`src/hw/rtl/zzt_pkg.sv`:
```
// Types and constants for the zigzag row transposer.
// No dependencies.
`timescale 1ns / 1ps

package zzt_pkg;

    localparam int MAX_LEN = 64;
    localparam int IDX_W   = $clog2(MAX_LEN);
    localparam int CNT_W   = $clog2(MAX_LEN + 1);
    localparam int POS_W   = CNT_W + 1;

    typedef logic [CNT_W-1:0] cnt_t;

    typedef struct packed {
        logic [7:0] char_in;
        logic       last_in;
    } in_item_t;

    typedef struct packed {
        logic [7:0] char_out;
        logic       last_out;
        logic       overflow;
    } out_item_t;

    // Sequencer view handed to the top level.
    typedef struct packed {
        logic [IDX_W-1:0] addr;
        logic             is_final;
    } seq_status_t;

endpackage

```
`src/hw/rtl/zzt_seq.sv`:
```
// Read address sequencer: walks buffer positions in rail fence row order.
// Depends on zzt_pkg.
`timescale 1ns / 1ps

module zzt_seq (
    input  logic                aclk,
    input  logic                start,
    input  zzt_pkg::cnt_t       n,
    input  zzt_pkg::cnt_t       rows,
    input  logic                step,
    output zzt_pkg::seq_status_t status
);
    import zzt_pkg::*;

    cnt_t             n_reg;
    cnt_t             row_reg;
    cnt_t             last_row_reg;
    logic [POS_W-1:0] pos_reg;
    logic [POS_W-1:0] period_reg;
    logic             mir_reg;

    cnt_t             rows_eff;
    logic             linear;
    logic [POS_W-1:0] mirror_pos;
    logic [POS_W-1:0] pos_step;
    logic [POS_W-1:0] n_ext;
    logic             middle;
    logic             take_mirror;
    logic             pos_ok;
    cnt_t             row_inc;

    // Straight pass is a single row with period one.
    assign rows_eff = (rows == '0) ? cnt_t'(1) : rows;
    assign linear   = (rows_eff == cnt_t'(1)) || (rows_eff >= n);

    assign n_ext       = POS_W'(n_reg);
    assign mirror_pos  = pos_reg + period_reg - {row_reg, 1'b0};
    assign pos_step    = pos_reg + period_reg;
    assign middle      = (row_reg != '0) && (row_reg != last_row_reg);
    assign take_mirror = !mir_reg && middle && (mirror_pos < n_ext);
    assign pos_ok      = pos_step < n_ext;
    assign row_inc     = row_reg + cnt_t'(1);

    assign status.addr     = mir_reg ? mirror_pos[IDX_W-1:0] : pos_reg[IDX_W-1:0];
    assign status.is_final = !take_mirror && !pos_ok && (row_reg == last_row_reg);

    always_ff @(posedge aclk) begin
        if (start) begin
            n_reg        <= n;
            row_reg      <= '0;
            pos_reg      <= '0;
            mir_reg      <= 1'b0;
            period_reg   <= linear ? POS_W'(1) : ({rows_eff, 1'b0} - POS_W'(2));
            last_row_reg <= linear ? cnt_t'(0) : (rows_eff - cnt_t'(1));
        end else if (step) begin
            if (take_mirror) begin
                mir_reg <= 1'b1;
            end else begin
                mir_reg <= 1'b0;
                if (pos_ok) begin
                    pos_reg <= pos_step;
                end else begin
                    row_reg <= row_inc;
                    pos_reg <= POS_W'(row_inc);
                end
            end
        end
    end

endmodule

```
`src/hw/rtl/zigzag_row_transposer.sv`:
```
// Zigzag (rail fence) row transposer, top level.
// Depends on zzt_pkg and zzt_seq.
`timescale 1ns / 1ps

//  channel | handshake                 | payload
//  --------+---------------------------+------------------------------------
//  input   | s_valid / s_ready         | s_data  : char_in, last_in
//  result  | m_valid / m_ready         | m_data  : char_out, last_out, overflow
//  config  | cfg_valid / cfg_ready     | cfg_data: num_rows (7 bits)
//
//  Load: one byte per cycle into a 64 x 8 buffer RAM (single write port).
//  Emit: after the last-marked transfer, bytes go from the buffer RAM's read
//  register to the output register; no read issues while one is in flight.
//  s_ready is low from the last-marked transfer until the final read issues.
//  Synchronous active-low reset clears control state; buffer is not cleared.
//  A stalled m_ready holds the output register and pauses the read sequencer.

module zigzag_row_transposer (
    input  logic               aclk,
    input  logic               aresetn,
    input  logic               s_valid,
    output logic               s_ready,
    input  zzt_pkg::in_item_t  s_data,
    output logic               m_valid,
    input  logic               m_ready,
    output zzt_pkg::out_item_t m_data,
    input  logic               cfg_valid,
    output logic               cfg_ready,
    input  logic [6:0]         cfg_data
);
    import zzt_pkg::*;

    typedef enum logic {
        ST_LOAD,
        ST_EMIT
    } state_t;

    state_t state_reg;

    // Message buffer
    logic [7:0] mem [MAX_LEN];
    logic [7:0] rd_data_reg;

    cnt_t      rows_reg;
    cnt_t      cnt_reg;
    logic      drop_reg;
    logic      ovf_reg;

    // Read in flight toward the output register
    logic      rd_pend_reg;
    logic      rd_last_reg;
    logic      rd_ovf_reg;

    logic      m_valid_reg;
    out_item_t m_data_reg;

    logic        s_xfer;
    logic        has_room;
    logic        seq_start;
    cnt_t        n_next;
    logic        issue;
    seq_status_t seq_st;

    assign s_ready   = (state_reg == ST_LOAD);
    assign cfg_ready = 1'b1;
    assign m_valid   = m_valid_reg;
    assign m_data    = m_data_reg;

    assign s_xfer    = s_valid && s_ready;
    assign has_room  = cnt_reg < cnt_t'(MAX_LEN);
    assign n_next    = has_room ? (cnt_reg + cnt_t'(1)) : cnt_reg;
    assign seq_start = s_xfer && s_data.last_in;

    // A read may issue only if the output register is free when its data lands.
    assign issue = (state_reg == ST_EMIT) && !rd_pend_reg && (!m_valid_reg || m_ready);

    zzt_seq u_seq (
        .aclk   (aclk),
        .start  (seq_start),
        .n      (n_next),
        .rows   (rows_reg),
        .step   (issue),
        .status (seq_st)
    );

    // Buffer RAM: write on load, registered read on issue.
    always_ff @(posedge aclk) begin
        if (s_xfer && has_room) begin
            mem[cnt_reg[IDX_W-1:0]] <= s_data.char_in;
        end
        if (issue) begin
            rd_data_reg <= mem[seq_st.addr];
        end
    end

    // Control FSM with load counters and the read pipeline.
    always_ff @(posedge aclk) begin
        if (!aresetn) begin
            state_reg   <= ST_LOAD;
            rows_reg    <= cnt_t'(1);
            cnt_reg     <= '0;
            drop_reg    <= 1'b0;
            ovf_reg     <= 1'b0;
            rd_pend_reg <= 1'b0;
            rd_last_reg <= 1'b0;
            rd_ovf_reg  <= 1'b0;
            m_valid_reg <= 1'b0;
        end else begin
            if (cfg_valid && cfg_ready) begin
                rows_reg <= cfg_data;
            end

            unique case (state_reg)
                ST_LOAD: begin
                    if (s_xfer) begin
                        if (s_data.last_in) begin
                            ovf_reg   <= drop_reg || !has_room;
                            state_reg <= ST_EMIT;
                        end else begin
                            cnt_reg  <= n_next;
                            drop_reg <= drop_reg || !has_room;
                        end
                    end
                end
                ST_EMIT: begin
                    if (issue && seq_st.is_final) begin
                        cnt_reg   <= '0;
                        drop_reg  <= 1'b0;
                        state_reg <= ST_LOAD;
                    end
                end
                default: state_reg <= ST_LOAD;
            endcase

            rd_pend_reg <= issue;
            if (issue) begin
                rd_last_reg <= seq_st.is_final;
                rd_ovf_reg  <= ovf_reg;
            end

            if (rd_pend_reg) begin
                m_valid_reg <= 1'b1;
            end else if (m_ready) begin
                m_valid_reg <= 1'b0;
            end
        end
    end

    // Output payload register
    always_ff @(posedge aclk) begin
        if (rd_pend_reg) begin
            m_data_reg.char_out <= rd_data_reg;
            m_data_reg.last_out <= rd_last_reg;
            m_data_reg.overflow <= rd_ovf_reg;
        end
    end

endmodule

```
`config.mk`:
```
export PLATFORM = sky130hd
export DESIGN_NAME = zigzag_row_transposer
export DESIGN_NICKNAME = d
export VERILOG_FILES = /design/src/hw/rtl/zzt_pkg.sv /design/src/hw/rtl/zzt_seq.sv /design/src/hw/rtl/zigzag_row_transposer.sv
export SDC_FILE = /design/constraint.sdc
export NUM_CORES = 1
export LEC_CHECK = 0
export BUFFER_PORTS_ARGS = -buffer_cell sky130_fd_sc_hd__buf_4
export CAP_MARGIN = 5
export CELL_PAD_IN_SITES_DETAIL_PLACEMENT = 1
export CELL_PAD_IN_SITES_GLOBAL_PLACEMENT = 2
export CORE_AREA = 8 8 360 187
export DETAILED_ROUTE_END_ITERATION = 16
export DIE_AREA = 0 0 368 195
export PLACE_DENSITY_LB_ADDON = 0.12
export SYNTH_ARGS = -nofsm -noshare
export SYNTH_HDL_FRONTEND = slang
export SYNTH_SLANG_ARGS = --single-unit
```
`constraint.sdc`:
```
create_clock -name aclk -period 11.65 [get_ports aclk]
set_input_delay 1.165 -clock aclk [delete_from_list [all_inputs] [get_ports aclk]]
set_output_delay 1.165 -clock aclk [all_outputs]
set_load 0.005 [all_outputs]
```
Word level (Yosys, flattened, before mapping)
Memory sizes are Yosys's and may differ from the RTL's. A register that Yosys moved wholly into a read port is not among the register bits.
Cells that the tools add are included.
Word-level totals
  register bits: 69
  bits in latches: 0
  RAM bits: 512
  ROM bits: 0
  input bits: 21
  output and inout bits: 13
  word-level logic and storage cells: 86
  memories kept: 1
Memory list
  mem: words 64, bits a word 8, read ports 1, clocked after Yosys merged registers in 1, write ports 1, line zigzag_row_transposer.sv:41  | logic [7:0] mem [MAX_LEN];
Operators by class
  $add $sub $neg: 6
  multiply operators: 0
  div/mod/pow operators: 0
  $lt $le $gt $ge: 4
  equality and inequality tests: 6
  shift operators: 0
  multiplexer cells: 21
  bitwise logic cells: 3
  reductions and logical operators: 27
Operator list (count)
  $mux 7: 5
  $lt 8x7->1: 2
  $add 7x1->7 const B: 2
  $pmux 7 s2: 1
  $logic_and 1x1->1: 11
  $mux 1: 11
  $reduce_and 3->1: 3
  $add 8x8->8: 1
  $mux 8: 1
  $sub 8x2->8 const B: 1
  $sub 8x8->8: 1
  $eq 7x1->1 const B: 1
  $eq 7x7->1: 1
  $ge 7x7->1: 1
  $logic_not 7->1: 1
  $lt 7x7->1 const B: 1
  $ne 7x7->1: 1
  $reduce_bool 7->1: 1
  $sub 7x1->7 const B: 1
  $logic_not 1->1: 6
  $mux 6: 1
  $ne 2x1->1 const B: 2
  $pmux 1 s2: 2
  $logic_or 1x1->1: 3
  other kinds (4): 6

Logic depth before layout (Yosys ltp)
Gate-level depths: netlist of run 1.
  depth in word-level cells: 10
  mapped depth: 18
  gate-level depth less buffers: 17

Modules after synthesis
From an unflattened synthesis of run 1, not the netlist that was laid out.
Unflattened totals
  cell total of the unflattened synthesis: 1343
  area, all modules: 24180.7 um^2
By module, submodules not included
  zigzag_row_transposer: times used 1, cells an instance 1031, area an instance 21421.8 um^2, sequential area each 16335.7 um^2
  zzt_seq: times used 1, cells an instance 312, area an instance 2758.9 um^2, sequential area each 770.7 um^2

Least setup slack after synthesis of run 1
No wires, ideal clock.
  path type: reg-to-reg
  start: register u_seq.pos_reg[0]
  end: register u_seq.row_reg[5]
  library setup time: 0.060 ns
  data arrival time: 3.901 ns
  required time: 11.590 ns
  slack: 7.689 ns
  cell stages (with the launch flop): 19
  buffers on the path: 1
  clock period less this slack: 3.961 ns
  cells stage by stage: dfxtp_1 -> ha_1 -> inv_1 -> fa_1 -> xnor2_1 -> ha_1 -> nor2b_1 -> o21ai_0 -> nor3b_1 -> nor2_1 -> ha_1 -> a21o_1 -> a21oi_1 -> o21ai_1 -> a211oi_2 -> a211oi_2 -> buf_4 -> a211o_1 -> nand2_1
Between the ends
  cells in the longest elaborated chain, start to end: 6
  elaborated cells between the ends (all ways): 8
  classes of those cells: 2 x add/sub; 2 x order compare; 2 x bitwise; 2 x reduce/logical
Ends and longest elaborated chain
  from (decl): line zzt_seq.sv:18  | logic [POS_W-1:0] pos_reg;
  from (signal assigned): line zzt_seq.sv:61  | pos_reg <= pos_step;
  from (signal assigned): line zzt_seq.sv:64  | pos_reg <= POS_W'(row_inc);
  $add 8x8->8 (*): line zzt_seq.sv:37, zzt_seq.sv:38
  $sub 8x8->8: line zzt_seq.sv:37  | assign mirror_pos = pos_reg + period_reg - {row_reg, 1'b0};
  $lt 8x7->1: line zzt_seq.sv:40  | assign take_mirror = !mir_reg && middle && (mirror_pos < n_ext);
  $logic_and 1x1->1: line zzt_seq.sv:40
  $not 1->1 (no source line)
  $reduce_and 3->1 (no source line) (*)
  to (signal assigned): line zzt_seq.sv:63  | row_reg <= row_inc;
  to (decl): line zzt_seq.sv:16  | cnt_t row_reg;
Mark *: on every way between the ends. The rest lies on a longest branch, timed or not.
A chain may end at the register's enable or synchronous reset.

Worst setup path after layout of run 1
  start: register u_seq.pos_reg[0]
  end: register rd_data_reg[6], read port of mem, data pin
Between the ends
  cells in the longest elaborated chain, start to end: 3
Ends and longest elaborated chain
  $add 8x8->8: line zzt_seq.sv:37
  $sub 8x8->8: line zzt_seq.sv:37
  $mux 6 (*): line zzt_seq.sv:44  | assign status.addr = mir_reg ? mirror_pos[IDX_W-1:0] : pos_reg[IDX_W-1:0];
  to (decl): line zigzag_row_transposer.sv:42  | logic [7:0] rd_data_reg;
Marked as above.

==> results.json, run 1 <==
{
  "status": "complete, no violations",
  "synthCells": 1974,
  "rsz0062_at_grt": "false",
  "vias": 16500,
  "ioPinCount": 34,
  "drtAntennaViolNets": 0,
  "cap_violations": 0,
  "clkTransAtPathRegs_ns": 0.07,
  "fill_cells": 6399,
  "cts-root-buf": "clkbuf_16",
  "wl_mm": 82.6,
  "place_congestion": 0.851,
  "final.min_clock_period_ns": 5.42,
  "clkLatencyLatePin_ns": 0.61,
  "worstMarginPinSlew_ns": 1.21,
  "cpPeakStageDelay_ns": 0.92,
  "clockBufferDepth": 3,
  "antenna_found_initial": 2,
  "io_buffers": 32,
  "fmax_ghz": 0.185,
  "hold_ws_ns": 0.441,
  "htreeDepth": 2,
  "worstPathRequired_ns": 12.01,
  "path_delay_family": "simple AND/OR/NAND/NOR gates",
  "cp-end-kind": "register",
  "largest_reg_flops": 512,
  "grt-ovfl-total": 0,
  "yosys_warnings": 0,
  "initial_core_util_pct": 39.6,
  "worstPathCellList": "ha_1 > inv_1 > fa_1 > ha_1 > and2_1 > nor2_4 > buf_4 > mux4_2 > o22ai_1 > nor3_1 > a22o_1 > or3_1",
  "cp_common_cell": "ha_1",
  "viasPerCell": 5.76,
  "rows": 65,
  "ys_types": 75,
  "nNetsFinal": 2036,
  "die_area_sq_um": 71800,
  "startpoint_type": "register",
  "coreArea_sq_um": 62100,
  "finalSetupTns_ns": 0,
  "synth_top_area_share_pct": 66.5,
  "track_usage_pct": 22.5,
  "firstDrtPassIters": 5,
  "synth_top_cell_by_area": "edfxtp_1",
  "grt_max_degree": 145,
  "numCtsBuffers": 54,
  "slew_headroom_pct": 19.3,
  "grt_pass1_vias": 16100,
  "drv_slew": 0,
  "fin_skew_ns": 0.0182,
  "holdBufCountCts": 0,
  "die_w_um": 368,
  "numClockSinks": 582,
  "first_iter_violations": 1879,
  "cts_resized": 0,
  "seq_area_frac_synth_pct": 69.5,
  "synthFlopType": "edfxtp_1",
  "detail_route.wl_per_cell_um": 28.9,
  "die_y_um": 195,
  "synth-seq-cells": 582,
  "synth_fp_nets": 2034,
  "synth-async-reset-ratio_pct": 0,
  "setup_viol": 0,
  "min_path_type": "reg2reg",
  "hold_viol_final": 0,
  "synth-edff-count": 545,
  "slowest_stage": "nor2_4",
  "dp_hpwl_mm": 53.0,
  "setup.worst_path.class": "reg2reg",
  "synth_top_cells_by_count": "545 x edfxtp_1, 436 x nand2_1, 196 x nand3_1, 108 x nor2_1, 104 x a21oi_1",
  "syn-cell-area_sq_um": 24600,
  "worst-path-max-fanout": 62,
  "syn_avg_cell_area_sq_um": 12.5,
  "ir_drop_v": 0.000219,
  "postCtsSetupRepairBufs": 0,
  "cp_data_arrival_time_ns": 5.77,
  "cts_tree": "done",
  "leakage_uw": 0.00936,
  "drc_errors": 0,
  "grt_pass1_wl_mm": 119,
  "syn_to_final_growth_pct": 11.3,
  "powerDensity_nw_per_um2": 256,
  "crit_buf_inv": 2,
  "min_period_over_period_pct": 46.5,
  "drive_gt1_share_pct": 8.62,
  "synth_area_leaders": "edfxtp_1 66%, nand2_1 6.6%, nand3_1 4.0%",
  "synth.most_common_cell": "edfxtp_1"
}
==> path summary, 6_finish.rpt <==
kind                     from             end  slack (ns)  cells after the start
max reg2reg  u_seq.pos_reg[0]  rd_data_reg[6]        6.23                     12
min               rd_last_reg       m_data[1]        0.44                      0
min reg2reg       rd_last_reg       m_data[1]        0.44                      0
max          u_seq.pos_reg[0]  rd_data_reg[6]        6.23                     12
==> power by group <==
part,internal [uW],total (uW),switching (uW)
clock network,1040,1860,820
registers,2340,2390,48.5
logic,769,2780,2010
total,4150,7030,2880
==> layout make-up <==
| class | instances | area (sq um) | share of cell area (%) |
|---|---|---|---|
| Tap cell | 837 | 1050 | 3.82 |
| Clock inverter | 37 | 393 | 1.43 |
| Timing Repair Buffer | 62 | 478 | 1.74 |
| Clock buffer | 62 | 1400 | 5.12 |
| Antenna cell | 2 | 5.00 | 0.0183 |
| Sequential cell | 582 | 17100 | 62.4 |
| Inverter | 39 | 146 | 0.534 |
| Multi-Input combinational cell | 1237 | 6830 | 24.9 |
==> layout by cell type, fill, tap and decap left out, types with 24 or more instances in the layout <==
cell       netlist  routed
ha_1            37      37
and3_1          27      27
clkbuf_16        0      55
buf_4           19      60
a31oi_1         30      29
nor2_1         108     108
o22ai_1         24      24
o21ai_0         31      31
edfxtp_1       545     545
dfxtp_1         37      37
inv_1           36      36
nand3_1        196     196
a21oi_1        104     102
mux2i_1         37      37
nand2_1        436     435
==> cells by family (layout without fill, tap and decap cells) <==
family | count (synthesis) | in the layout | synth area share (%)
compound gates | 283 | 283 | 7.42
xor+xnor | 32 | 32 | 1.23
fa+ha+maj | 39 | 39 | 2.04
buf+inv | 155 | 200 | 3.01
flops | 582 | 582 | 69.5
mux | 43 | 43 | 2.01
other cells | 1 | 3 | 0.0152
simple gates | 839 | 839 | 14.8
==> stage by stage <==
step	util [%]	instances	power [uW]	instance area, sq um	worst slack (ns)
6_report	44.1	2858	7030	27400	6.23
4_1_cts	44.1	2855	6990	27400	6.30
3_5_place_dp	41.2	2756	5140	25600	6.30
3_3_place_gp	41.2	2756	5110	25600	6.33
2_1_floorplan	-	1974	4070	24600	7.69
5_1_grt	44.1	2856	7330	27400	6.05
==> layer usage <==
layer	up-vias	wire (um)	global-route usage [%]
met5	-	13	0
met4	2	1150	3.38
met3	83	8920	8.26
met2	609	30200	27.6
met1	8530	42300	36.9
li1	7244	-	-
No activity file was read; power rests on OpenSTA's default activity.
==> run 2: changes to the inputs <==
==> constraint.sdc (replaced) <==
create_clock -name aclk -period 4.5 [get_ports aclk]
set_input_delay 0.45 -clock aclk [delete_from_list [all_inputs] [get_ports aclk]]
set_output_delay 0.45 -clock aclk [all_outputs]
set_load 0.005 [all_outputs]
==> results.json, run 2 (synthesized netlist as in run 1, its figures left out) <==
{
  "grt_pass1_vias": 16100,
  "crit_buf_inv": 1,
  "path_delay_family": "compound AO/OA/AOI/OAI gates",
  "drc_errors": 0,
  "rows": 65,
  "wl_met1_mm": 41.6,
  "p_sw_share_pct": 40.2,
  "cts-root-buf": "clkbuf_16",
  "status": "complete, no violations",
  "power_switching_uw": 7360,
  "leakage_uw": 0.00960,
  "io_buffers": 32,
  "viasPerCell": 5.67,
  "grt-ovfl-total": 0,
  "p_comb_share_pct": 41.1,
  "setup.worst_path.class": "reg2reg",
  "dp_hpwl_mm": 54.0,
  "largest_reg_flops": 512,
  "setup_viol": 0,
  "cap_violations": 0,
  "first_iter_violations": 1938,
  "grt_max_degree": 91,
  "p_seq_share_pct": 33.6,
  "cp-end-kind": "register",
  "fin_skew_ns": 0.0253,
  "min_period_over_period_pct": 96.9,
  "die_w_um": 368,
  "antenna_found_initial": 7,
  "slowest_stage": "fa_1",
  "total_power_uw": 18300,
  "dr.max_layer_used": "met4",
  "track_usage_pct": 22.3,
  "worst-path-max-fanout": 11,
  "firstDrtPassIters": 7,
  "coreArea_sq_um": 62100,
  "wl_mm": 82.0,
  "fin_cells": 2902,
  "clkTransAtPathRegs_ns": 0.07,
  "dp_slack_ns": -0.0365,
  "worstMarginPinSlew_ns": 1.03,
  "place_congestion": 0.878,
  "drv_slew": 0,
  "antennaDiodeCount": 0,
  "clkLatencyLatePin_ns": 0.62,
  "ir_drop_v": 0.000410,
  "die_y_um": 195,
  "die_area_sq_um": 71800,
  "detail_route.wl_per_cell_um": 28.3,
  "met2_length_mm": 30.5,
  "final.setup.worst_slack_ns": 0.138,
  "numClockSinks": 582,
  "final.min_clock_period_ns": 4.36,
  "drive_gt1_share_pct": 10.3,
  "met3WireLength_mm": 8.72,
  "ioPinCount": 34,
  "postCtsSetupRepairBufs": 0,
  "hold_viol_final": 0,
  "grt_pass1_wl_mm": 118,
  "p_int_uw": 11000,
  "clockBufferDepth": 3,
  "drtAntennaViolNets": 0,
  "fmax_ghz": 0.229,
  "cts_tree": "done",
  "cpPeakStageDelay_ns": 0.43,
  "startpoint_type": "register",
  "cp_data_arrival_time_ns": 4.92,
  "htreeDepth": 2,
  "final_common_cell": "edfxtp_1",
  "hold_ws_ns": 0.0484,
  "clockPowerShare_pct": 25.3,
  "slew_headroom_pct": 31.1,
  "syn_to_final_growth_pct": 12.9,
  "nNetsFinal": 2079,
  "min_path_type": "in2reg",
  "most-common-layout-cells": "545 x edfxtp_1, 435 x nand2_1, 196 x nand3_1",
  "cp_common_cell": "ha_1",
  "initial_core_util_pct": 39.6,
  "numCtsBuffers": 55,
  "worstPathCellList": "ha_1 > inv_1 > fa_1 > xnor2_2 > ha_1 > nor2b_1 > o21ai_0 > nor3b_2 > nor2_1 > ha_1 > a21o_1 > a21oi_1 > o21ai_1 > a211oi_4 > a211oi_4 > a211oi_1 > a31o_2",
  "worstPathRequired_ns": 5.06,
  "vias": 16500,
  "powerDensity_nw_per_um2": 659,
  "dp_cells": 2799
}
run 2: changes by cell type in the layout (fill, tap and decap cells not counted), moves of 3 or more:
cell,change
buf_12,+10
buf_4,+33
clkinv_1,+3
clkbuf_1,+6
bufinv_16,-4
run 2: final cells by class:
type,instances,area (sq um)
multi-input cells,1237,6860
repair buffers,104,918
clock buffers,70,1480
fillers,6438,34300
flip-flops and latches,582,17100
clock inverters,33,253
inverters,39,146
well taps,837,1050
run 2: through the flow:
step,setup TNS (ns),util [%],instance area [sq um]
after CTS,0,44.7,27800
after detailed placement,-0.0365,41.9,26000
after global routing,-0.340,44.8,27800
after floorplan,0,-,24600
final,0,44.8,27800
after global placement,0,41.9,26000
run 2: what timing repair did:
item                                    4_1_cts  5_1_grt
cloned                                        0        0
gates resized for setup                       2        5
hold buffers                                  0        0
endpoints found under the hold margin         0        0
endpoints found under the setup margin        2       20
run 2: routing by layer:
layer	GRT usage [%]	vias up
li1	-	7348
met1	36.0	8496
met2	28.1	533
met3	7.85	84
met4	3.76	0
met5	0	-
run 2: power groups by stage:
stage	logic, uW	clock network (uW)	registers (uW)
floorplan	4320	0	6220
global placement	7250	0	6270
detailed placement	7320	0	6270
CTS	7380	4720	6150
global route	8020	4930	6160
finish	7530	4640	6160
run 2: final timing paths:
kind	from	to	slack, ns	depth (start not counted)
setup / recovery	u_seq.pos_reg[0]	u_seq.row_reg[4]	0.14	17
hold / removal	aresetn	rows_reg[0]	0.05	2
setup reg to reg	u_seq.pos_reg[0]	u_seq.row_reg[4]	0.14	17
hold reg to reg	rd_data_reg[6]	m_data[8]	0.44	0
